$ cat config.mk
export PLATFORM = sky130hd
export DESIGN_NAME = overwriting_ring_offset_lookup
export DESIGN_NICKNAME = d
export VERILOG_FILES = /design/src/hdl/orol_pkg.sv /design/src/hdl/orol_ram.sv /design/src/hdl/orol_walk.sv /design/src/hdl/overwriting_ring_offset_lookup.sv
export SDC_FILE = /design/constraint.sdc
export NUM_CORES = 1
export LEC_CHECK = 0
export BUFFER_PORTS_ARGS = -buffer_cell sky130_fd_sc_hd__buf_2
export CAP_MARGIN = 20
export CORE_MARGIN = 10
export CORE_UTILIZATION = 52
export DETAILED_ROUTE_END_ITERATION = 8
export HOLD_SLACK_MARGIN = 0.1
export PLACE_DENSITY_LB_ADDON = 0.3
export SLEW_MARGIN = 0
export SYNTH_ARGS = -nofsm -noshare
export SYNTH_HDL_FRONTEND = slang
export SYNTH_SLANG_ARGS = --single-unit
$ cat constraint.sdc
create_clock -name clk -period 8.2 [get_ports clk]
set_input_delay 0 -clock clk [delete_from_list [all_inputs] [get_ports clk]]
set_output_delay 0 -clock clk [all_outputs]
set_load 0.05 [all_outputs]
$ cat src/hdl/orol_pkg.sv
// ----------------------------------------------------------------------------
// orol_pkg
// Shared types and constants for the overwriting ring offset lookup: field
// widths, action codes and the walk result handed to the top level.
// ----------------------------------------------------------------------------
package orol_pkg;

    // Default ring depth.
    localparam int SLOTS_DEF = 16;

    // Payload field widths.
    localparam int REF_W      = 32;
    localparam int SIZE_W     = 20;
    localparam int OFF_W      = 24;
    localparam int HIT_SLOT_W = 4;

    // Action codes carried on the action port.
    localparam logic ACT_ADD  = 1'b0;
    localparam logic ACT_FIND = 1'b1;

    // Outcome of one find walk, valid in the cycle done is high.
    typedef struct packed {
        logic                  done;
        logic                  found;
        logic [HIT_SLOT_W-1:0] slot;
        logic [SIZE_W-1:0]     offset;
    } walk_res_t;

endpackage

$ cat src/hdl/orol_ram.sv
// ----------------------------------------------------------------------------
// orol_ram
// Generic single-write, single-read synchronous RAM with a registered read.
// ----------------------------------------------------------------------------
module orol_ram #(
    parameter int WIDTH = 8,
    parameter int DEPTH = 16
) (
    input  logic                     clk,
    input  logic                     we,
    input  logic [$clog2(DEPTH)-1:0] waddr,
    input  logic [WIDTH-1:0]         wdata,
    input  logic [$clog2(DEPTH)-1:0] raddr,
    output logic [WIDTH-1:0]         rdata
);

    logic [WIDTH-1:0] mem [DEPTH];
    logic [WIDTH-1:0] rdata_reg;

    // Write port and registered read port.
    always_ff @(posedge clk)
    begin
        if (we)
        begin
            mem[waddr] <= wdata;
        end
        rdata_reg <= mem[raddr];
    end

    assign rdata = rdata_reg;

endmodule

$ cat src/hdl/orol_walk.sv
// ----------------------------------------------------------------------------
// orol_walk
// Find sequencer. Steps through the valid entries oldest first, one memory
// word per cycle, subtracting sizes until the offset falls inside an entry
// or the valid entries run out.
// ----------------------------------------------------------------------------
module orol_walk
    import orol_pkg::*;
#(
    parameter int SLOTS = SLOTS_DEF
) (
    input  logic                       clk,
    input  logic                       rst_n,
    input  logic                       go,
    input  logic [$clog2(SLOTS)-1:0]   start_slot,
    input  logic [$clog2(SLOTS+1)-1:0] count,
    input  logic [OFF_W-1:0]           offset,
    output logic [$clog2(SLOTS)-1:0]   rd_addr,
    input  logic [SIZE_W-1:0]          rd_size,
    output logic                       busy,
    output walk_res_t                  res
);

    localparam int SLOT_W = $clog2(SLOTS);
    localparam int CNT_W  = $clog2(SLOTS + 1);

    typedef enum logic {
        W_IDLE,
        W_SCAN
    } wstate_t;

    wstate_t             state_reg;
    wstate_t             state_next;
    logic [SLOT_W-1:0]   slot_reg;
    logic [SLOT_W-1:0]   slot_next;
    logic [SLOT_W-1:0]   slot_inc;
    logic [CNT_W-1:0]    left_reg;
    logic [CNT_W-1:0]    left_next;
    logic [OFF_W-1:0]    off_reg;
    logic [OFF_W-1:0]    off_next;
    logic                hit;

    // Wrapping increment of the slot whose word arrives this cycle.
    assign slot_inc = (slot_reg == SLOT_W'(SLOTS - 1)) ? '0 : slot_reg + 1'b1;

    // The next word is fetched ahead; a hit simply leaves it unused.
    assign rd_addr = (state_reg == W_IDLE) ? start_slot : slot_inc;
    assign busy    = (state_reg != W_IDLE);
    assign hit     = (off_reg < {{(OFF_W - SIZE_W){1'b0}}, rd_size});

    // Next state and the result of the current step.
    always_comb
    begin
        state_next = state_reg;
        slot_next  = slot_reg;
        left_next  = left_reg;
        off_next   = off_reg;
        res        = '0;
        unique case (state_reg)
            W_IDLE:
            begin
                if (go)
                begin
                    slot_next = start_slot;
                    left_next = count;
                    off_next  = offset;
                    if (count == '0)
                    begin
                        res.done = 1'b1;
                    end
                    else
                    begin
                        state_next = W_SCAN;
                    end
                end
            end
            W_SCAN:
            begin
                if (hit)
                begin
                    res.done   = 1'b1;
                    res.found  = 1'b1;
                    res.slot   = HIT_SLOT_W'(slot_reg);
                    res.offset = off_reg[SIZE_W-1:0];
                    state_next = W_IDLE;
                end
                else if (left_reg == CNT_W'(1))
                begin
                    res.done   = 1'b1;
                    state_next = W_IDLE;
                end
                else
                begin
                    off_next  = off_reg - {{(OFF_W - SIZE_W){1'b0}}, rd_size};
                    slot_next = slot_inc;
                    left_next = left_reg - 1'b1;
                end
            end
            default:
            begin
                state_next = W_IDLE;
            end
        endcase
    end

    // Sequencer state.
    always_ff @(posedge clk or negedge rst_n)
    begin
        if (!rst_n)
        begin
            state_reg <= W_IDLE;
            slot_reg  <= '0;
            left_reg  <= '0;
        end
        else
        begin
            state_reg <= state_next;
            slot_reg  <= slot_next;
            left_reg  <= left_next;
        end
    end

    // Running offset needs no reset.
    always_ff @(posedge clk)
    begin
        off_reg <= off_next;
    end

endmodule

$ cat src/hdl/overwriting_ring_offset_lookup.sv
// An add word gives its result in the cycle after start is taken.
// A find walks the valid entries oldest first, one entry per cycle while busy,
// set by the one-word-per-cycle read port of the entry memory.
// A new word is taken while busy is low; only a find raises busy.
// Reset clears the indices and the full flag; entry memory holds no reset.
// Results are strobed on done for one cycle; the receiver cannot stall.
// ----------------------------------------------------------------------------
// overwriting_ring_offset_lookup
// Ring of entries with overwrite of the oldest; a find locates a byte
// offset in the entries joined oldest first.
// ----------------------------------------------------------------------------
module overwriting_ring_offset_lookup
    import orol_pkg::*;
#(
    parameter int SLOTS = SLOTS_DEF
) (
    input  logic                  clk,
    input  logic                  rst_n,
    input  logic                  start,
    output logic                  busy,
    input  logic                  action,
    input  logic [REF_W-1:0]      entry_ref,
    input  logic [SIZE_W-1:0]     entry_size,
    input  logic [OFF_W-1:0]      byte_offset,
    output logic                  done,
    output logic                  found,
    output logic [HIT_SLOT_W-1:0] hit_slot,
    output logic [REF_W-1:0]      hit_ref,
    output logic [SIZE_W-1:0]     offset_in_entry,
    output logic                  ring_full
);

    localparam int SLOT_W = $clog2(SLOTS);
    localparam int CNT_W  = $clog2(SLOTS + 1);
    localparam int WORD_W = REF_W + SIZE_W;

    logic [SLOT_W-1:0] wr_idx_reg;
    logic [SLOT_W-1:0] wr_idx_next;
    logic [SLOT_W-1:0] rd_idx_reg;
    logic [SLOT_W-1:0] rd_idx_next;
    logic              full_reg;
    logic              full_next;
    logic              add_go;
    logic              find_go;
    logic [CNT_W-1:0]  valid_cnt;
    logic [SLOT_W-1:0] ram_raddr;
    logic [WORD_W-1:0] ram_rdata;
    logic              walk_busy;
    walk_res_t         walk_res;

    logic                  done_reg;
    logic                  found_reg;
    logic [HIT_SLOT_W-1:0] hit_slot_reg;
    logic [REF_W-1:0]      hit_ref_reg;
    logic [SIZE_W-1:0]     offset_in_entry_reg;
    logic                  ring_full_reg;

    assign busy    = walk_busy;
    assign add_go  = start && !walk_busy && (action == ACT_ADD);
    assign find_go = start && !walk_busy && (action == ACT_FIND);

    // Index update for an add: a full ring drops its oldest entry first.
    always_comb
    begin
        rd_idx_next = rd_idx_reg;
        if (full_reg)
        begin
            rd_idx_next = (rd_idx_reg == SLOT_W'(SLOTS - 1)) ? '0 : rd_idx_reg + 1'b1;
        end
        wr_idx_next = (wr_idx_reg == SLOT_W'(SLOTS - 1)) ? '0 : wr_idx_reg + 1'b1;
        full_next   = (wr_idx_next == rd_idx_next);
    end

    // Number of valid entries between read and write index.
    always_comb
    begin
        if (full_reg)
        begin
            valid_cnt = CNT_W'(SLOTS);
        end
        else if (wr_idx_reg >= rd_idx_reg)
        begin
            valid_cnt = CNT_W'(wr_idx_reg) - CNT_W'(rd_idx_reg);
        end
        else
        begin
            valid_cnt = CNT_W'(wr_idx_reg) + CNT_W'(SLOTS) - CNT_W'(rd_idx_reg);
        end
    end

    // Ring pointers and full flag.
    always_ff @(posedge clk or negedge rst_n)
    begin
        if (!rst_n)
        begin
            wr_idx_reg <= '0;
            rd_idx_reg <= '0;
            full_reg   <= 1'b0;
        end
        else if (add_go)
        begin
            wr_idx_reg <= wr_idx_next;
            rd_idx_reg <= rd_idx_next;
            full_reg   <= full_next;
        end
    end

    // Entry memory: reference in the upper bits, size in the lower bits.
    orol_ram #(
        .WIDTH (WORD_W),
        .DEPTH (SLOTS)
    ) u_ram (
        .clk   (clk),
        .we    (add_go),
        .waddr (wr_idx_reg),
        .wdata ({entry_ref, entry_size}),
        .raddr (ram_raddr),
        .rdata (ram_rdata)
    );

    orol_walk #(
        .SLOTS (SLOTS)
    ) u_walk (
        .clk        (clk),
        .rst_n      (rst_n),
        .go         (find_go),
        .start_slot (rd_idx_reg),
        .count      (valid_cnt),
        .offset     (byte_offset),
        .rd_addr    (ram_raddr),
        .rd_size    (ram_rdata[SIZE_W-1:0]),
        .busy       (walk_busy),
        .res        (walk_res)
    );

    // Result strobe.
    always_ff @(posedge clk or negedge rst_n)
    begin
        if (!rst_n)
        begin
            done_reg <= 1'b0;
        end
        else
        begin
            done_reg <= add_go || walk_res.done;
        end
    end

    // Result word; the memory word still shows the hit entry this cycle.
    always_ff @(posedge clk)
    begin
        if (add_go)
        begin
            found_reg           <= 1'b0;
            hit_slot_reg        <= '0;
            hit_ref_reg         <= '0;
            offset_in_entry_reg <= '0;
            ring_full_reg       <= full_next;
        end
        else if (walk_res.done)
        begin
            found_reg           <= walk_res.found;
            hit_slot_reg        <= walk_res.slot;
            hit_ref_reg         <= walk_res.found ? ram_rdata[WORD_W-1:SIZE_W] : '0;
            offset_in_entry_reg <= walk_res.offset;
            ring_full_reg       <= full_reg;
        end
    end

    assign done            = done_reg;
    assign found           = found_reg;
    assign hit_slot        = hit_slot_reg;
    assign hit_ref         = hit_ref_reg;
    assign offset_in_entry = offset_in_entry_reg;
    assign ring_full       = ring_full_reg;

endmodule

# Word level (Yosys, flattened, before mapping)
# Memory sizes are Yosys's and may differ from the RTL's. A register that Yosys moved wholly into a read port is not among the register bits.
# Cells that the tools add are included.
[totals]
register_bits = 102
ram_bits = 832
in_bits = 80
output_inout_bits = 60
elab_cells = 78
n_memories = 1
[op_classes]
add_sub_neg = 8
n_lt_le_gt_ge = 2
eq_ne = 8
muxes = 36
bitwise_logic = 2
reduce_logical = 8
[mem_list]
columns = ["memory", "words", "width", "rd", "rd_clocked_by_memory_dff", "write_ports", "line", "rtl"]
rows = [
  ["u_ram.mem", 16, 52, 1, 1, 1, "orol_ram.sv:17", "logic [WIDTH-1:0] mem [DEPTH];"],
]
[ops]
columns = ["op", "count"]
rows = [
  ["two-way mux 24 bit", 3],
  ["two-way mux 25 bit", 2],
  ["case mux 24 bit (2 select lines)", 1],
  ["two-way mux 32 bit", 1],
  ["two-way mux 4 bit", 8],
  ["two-way mux 5 bit", 5],
  ["< comparator 24 x 20 -> 1 bit", 1],
  ["subtractor 24 x 20 -> 24 bit", 1],
  ["adder 4 x 1 -> 4 bit, second input constant", 3],
  ["equality test 4 bit, second input constant", 3],
  ["two-way mux 1 bit", 12],
  ["case mux 5 bit (2 select lines)", 1],
  ["case mux 4 bit (2 select lines)", 1],
  ["inequality test 2 bit, second input constant", 3],
  ["adder 4 x 5 -> 5 bit, second input constant", 1],
  ["equality test 5 x 1 -> 1 bit, second input constant", 1],
  ["logical NOT 5 bit", 1],
  ["subtractor 4 x 4 -> 5 bit", 1],
  ["subtractor 5 x 1 -> 5 bit, second input constant", 1],
  ["subtractor 5 x 4 -> 5 bit", 1],
  ["equality test 4 bit", 1],
  [">= comparator 4 bit", 1],
  ["case mux 1 bit (2 select lines)", 2],
  ["logical AND 1 bit", 3],
  ["other kinds (5)", 6],
]

# Depth between registers and ports, before layout
[depth]
ltp_word = 10
mapped_depth = 13
mapped_depth_nobuf = 11

# Cells and area by module
# From an unflattened synthesis, not the netlist that was laid out.
[hier_totals]
hier_cells = 1936
area_unflattened_um2 = 37978.9
[by_module_without_submodules]
columns = ["module", "instances", "cells_each", "area_each_um2", "seq_area_each_um2"]
rows = [
  ["orol_ram", 1, 1344, 32215.9, 26025.0],
  ["orol_walk", 1, 359, 3158.0, 970.9],
  ["overwriting_ring_offset_lookup", 1, 233, 2605.0, 1421.4],
]

# Worst setup path after synthesis
# Ideal clock, no wire load.
[synth_path]
path_kind = "register to register"
from = "register u_walk.state_reg (netlist: u_walk.busy)"
to = "memory u_ram.mem[15][0] (netlist bit) (enable)"
setup_time_ns = 0.462
arrival_ns = 3.524
required_time_ns = 7.738
slack_ns = 4.215
stages_incl_launch_ff = 5
n_path_buf = 2
period_less_slack_ns = 3.985
cell_sequence = "dfrtp_1 -> buf_2 -> or3_1 -> clkbuf_1 -> nor2_1"
[synth_via]
elab_chain_len = 5
[synth_rtl]
columns = ["element", "line", "rtl"]
rows = [
  ["start: declaration", "orol_walk.sv:32", "wstate_t state_reg;"],
  ["start signal: assignment", "orol_walk.sv:117", "state_reg <= state_next;"],
  ["logical NOT 1 bit", "overwriting_ring_offset_lookup.sv:59", "assign add_go = start && !walk_busy && (action == ACT_ADD);"],
  ["logical AND 1 bit (2 in a row)", "overwriting_ring_offset_lookup.sv:59", ""],
  ["two-way mux 1 bit", "orol_ram.sv:23", "if (we)"],
  ["two-way mux 1 bit (implied by the code)", "orol_ram.sv:25", "mem[waddr] <= wdata;"],
  ["end: declaration", "orol_ram.sv:17", ""],
]
# Every way passes these cells.

# Final worst setup path
[layout_path]
from = "register u_walk.state_reg (netlist: u_walk.busy)"
to = "register u_ram.rdata_reg[27] (netlist: u_ram.rdata[27]), read port of u_ram.mem"
[layout_via]
elab_chain_len = 1
[layout_rtl]
columns = ["element", "line", "rtl"]
rows = [
  ["two-way mux 4 bit", "orol_walk.sv:47", "assign rd_addr = (state_reg == W_IDLE) ? start_slot : slot_inc;"],
  ["end: declaration", "orol_ram.sv:18", "logic [WIDTH-1:0] rdata_reg;"],
]
# Every way passes these cells.
# A chain may end at the register's enable or synchronous reset.

==> flow_summary_export.csv <==
group,metric,value,unit
hold_path,hp-class,"in2reg",
critical_path,critPathKind,"reg2reg",
power,p_total,16.7,mW
timing,finalHoldViolations,0,
placed_design,routabilityCongestion,0.856,
status,status,"finished, final reports clean",
floorplanning,start_util,52.3,%
power,power.leakage,14.9,nW
timing,slew_headroom,24.1,%
placed_design,io_buffer_count,139,
critical_path,crit_slowest_cell,"dfrtp_2",
final_layout,nFillCells,5174,
final_layout,largest_reg_flops,832,
final_layout,fin_area,44000,um2
logic_synthesis,syn_inst,1988,
critical_path,cp-end-kind,"register",
timing,worst_slack,4.05,ns
clocking,clockBufferDepth,3,
final_layout,final_cells,3279,
job,maxCapViolCount,0,
logic_synthesis,synth_ff_type,"edfxtp_1",
logic_synthesis,ys_seq_elements,986,
timing,fin_tns_setup,0,ns
grt,gr-total-overflow,0,
logic_synthesis,synth_area_leaders,"edfxtp_1 (68%), mux4_2 (12%), dfxtp_1 (5.7%)",
clocking,cts.sinks,986,
clocking,post_cts_resized,0,
critical_path,slowest_delay,1.00,ns
route,via_per_inst,5.97,
timing,finalSetupViolCount,0,
final_layout,post-route-util,60.3,%
logic_synthesis,synth_cell_type_count,65,
logic_synthesis,syn_area,38100,um2
floorplanning,die_area,84500,um2
timing,skew,0.0362,ns
route,num_vias,19600,
timing,worst_slew_pin_slew,1.14,ns
timing,max_freq,241,MHz
grt,grt_first_pass_wirelength,128,mm
final_layout,layout_commonest_cell,"edfxtp_1",
logic_synthesis,synth_top_area_cell,"edfxtp_1",
critical_path,crit_fanout,112,
floorplanning,die_w,291,um
route,ant_nets,0,
floorplanning,placementRows,99,
grt,grt_max_degree,142,
logic_synthesis,synth_nets,2102,
final_layout,area_growth,15.4,%
power,powerDensity,380,nW/um2
clocking,clock_latency,0.66,ns
logic_synthesis,ys_async_sr_fraction,2.03,%
critical_path,crit_path_start_kind,"register",
clocking,cts_tree,"built",
timing,hold_ws,0.168,ns
final_layout,drive_gt1_share,24.5,%
placed_design,placed_cells,3006,
clocking,htree_num_levels,3,
floorplanning,pin_count,140,
floorplanning,core,72800,um2
route,wl_per_cell,25.8,um
logic_synthesis,avgSynthCellArea,19.2,um2
floorplanning,die_h,291,um
timing,layout_min_cycle_time,4.15,ns
route,wl,84.6,mm
timing,slew_viol_final,0,
critical_path,worstPathCellList,"mux2i_4 -> buf_4 -> buf_12 -> mux4_2 -> and2_1 -> a211oi_1 -> a31oi_1",
critical_path,cp.arrival,4.64,ns
clocking,cts_made_buffers,98,
route,drt_iter0_drc,1660,
logic_synthesis,yosysTopAreaCellShare,67.6,%
route,drc,0,
grt,grt_pass1_vias,20300,
logic_synthesis,synth_warnings,0,
route,dr.pass1.iters,5,
timing,period_share,50.6,%
critical_path,required,8.68,ns
grt,antenna_found_initial,6,
clocking,root_buffer,"clkbuf_16",
placed_design,place_hpwl,41.2,mm
logic_synthesis,synth_enable_flop_cells,857,
grt,track_usage,19.8,%
final_layout,layout_common_cells,"edfxtp_1 (857), mux4_2 (208), buf_2 (139)",
final_layout,nets,2347,
logic_synthesis,seq_area_frac_synth,74.6,%
placed_design,pre_cts_ws,3.98,ns
placed_design,placed_area,39800,um2
power,ir_drop,0.455,mV
timing,grt_setup_unrepaired,"false",
clocking,clkTransAtPathRegs,0.06,ns
==> worst max-delay path: cells and delay by family (launching register included) <==
kind                   cells  cell delay [ns]
buffers and inverters      2             1.40
DFF                        1             1.00
muxes                      2             0.96
AOI/OAI and AO/OA          2             0.30
and+or+nand+nor            1             0.18
==> logic make-up (layout without fill, tap and decap cells) <==
group,count (synthesis),after routing,share of synthesized area [%]
simple gates,281,281,3.61
buf+inv,154,485,1.85
other cells,0,1,0
mux,227,227,12.8
flops,986,986,74.6
compound gates,281,281,5.36
xor+xnor,25,25,0.575
fa+ha+maj,34,34,1.16
==> power by group <==
group / total (mW) / switching, mW / internal (mW) / leakage (nW)
logic: 5.96 / 3.38 / 2.58 / 4.46
clock network: 4.41 / 1.86 / 2.56 / 1.56
registers: 6.35 / 0.337 / 6.02 / 8.88
==> path summary, 6_finish.rpt <==
check                                      from                 end  slack (ns)  cells after the start
worst max-delay path                u_walk.busy     u_ram.rdata[27]        4.05                      7
worst min-delay path            byte_offset[10]  u_walk.off_reg[10]        0.17                      3
worst max register to register      u_walk.busy     u_ram.rdata[27]        4.05                      7
worst min register to register  u_ram.rdata[41]         hit_ref[21]        0.44                      1
max in group asynchronous                 rst_n         u_walk.busy        7.27                      4
min in group asynchronous                 rst_n       wr_idx_reg[0]        0.43                      3
==> area by class of cell <==
class | instances | area, um2 | area share [%]
diodes | 1 | 2.50 | 0.00569
well taps | 959 | 1200 | 2.73
inverters | 46 | 173 | 0.393
repair buffers | 253 | 1860 | 4.24
multi-input cells | 848 | 9090 | 20.7
clock buffers | 144 | 2790 | 6.34
clock inverters | 42 | 425 | 0.968
flip-flops and latches | 986 | 28400 | 64.7
==> cells in the mapped netlist (4+ instances only) <==
cell      instances
o21ai_0          25
and2_1           41
nor3b_1           5
a211o_1           4
buf_6             4
dfrtp_1          20
dfxtp_1         109
o211ai_1          8
or3_1             4
a21boi_0          4
mux2_2           12
xor2_1            8
a22o_1           56
nand2b_1         10
nor3_1           10
nand4_1           4
inv_1            46
buf_2            35
clkbuf_1         50
buf_4            14
nor2_1           22
edfxtp_1        857
xnor2_1          17
a31oi_1          58
and3_1            4
a21o_1           11
mux2i_1           4
a211oi_1         55
mux4_2          208
ha_1             32
nor2b_1          26
a21oi_1          23
nand3_1          11
buf_1             5
nand2_1         134
==> timing repair <==
action	in CTS	in global routing
hold endpoints to repair	894	0
hold buffers	82	0
buffers inserted	0	0
==> routing by layer <==
| layer | up-vias | share of wire, % | GRT usage [%] |
|---|---|---|---|
| li1 | 8555 | - | - |
| met1 | 10200 | 42 | 27.3 |
| met2 | 665 | 49 | 32.3 |
| met3 | 131 | 6.3 | 3.85 |
| met4 | 10 | 2.0 | 5.03 |
| met5 | - | 0.065 | 0 |
(Power assumes the default switching activity.)
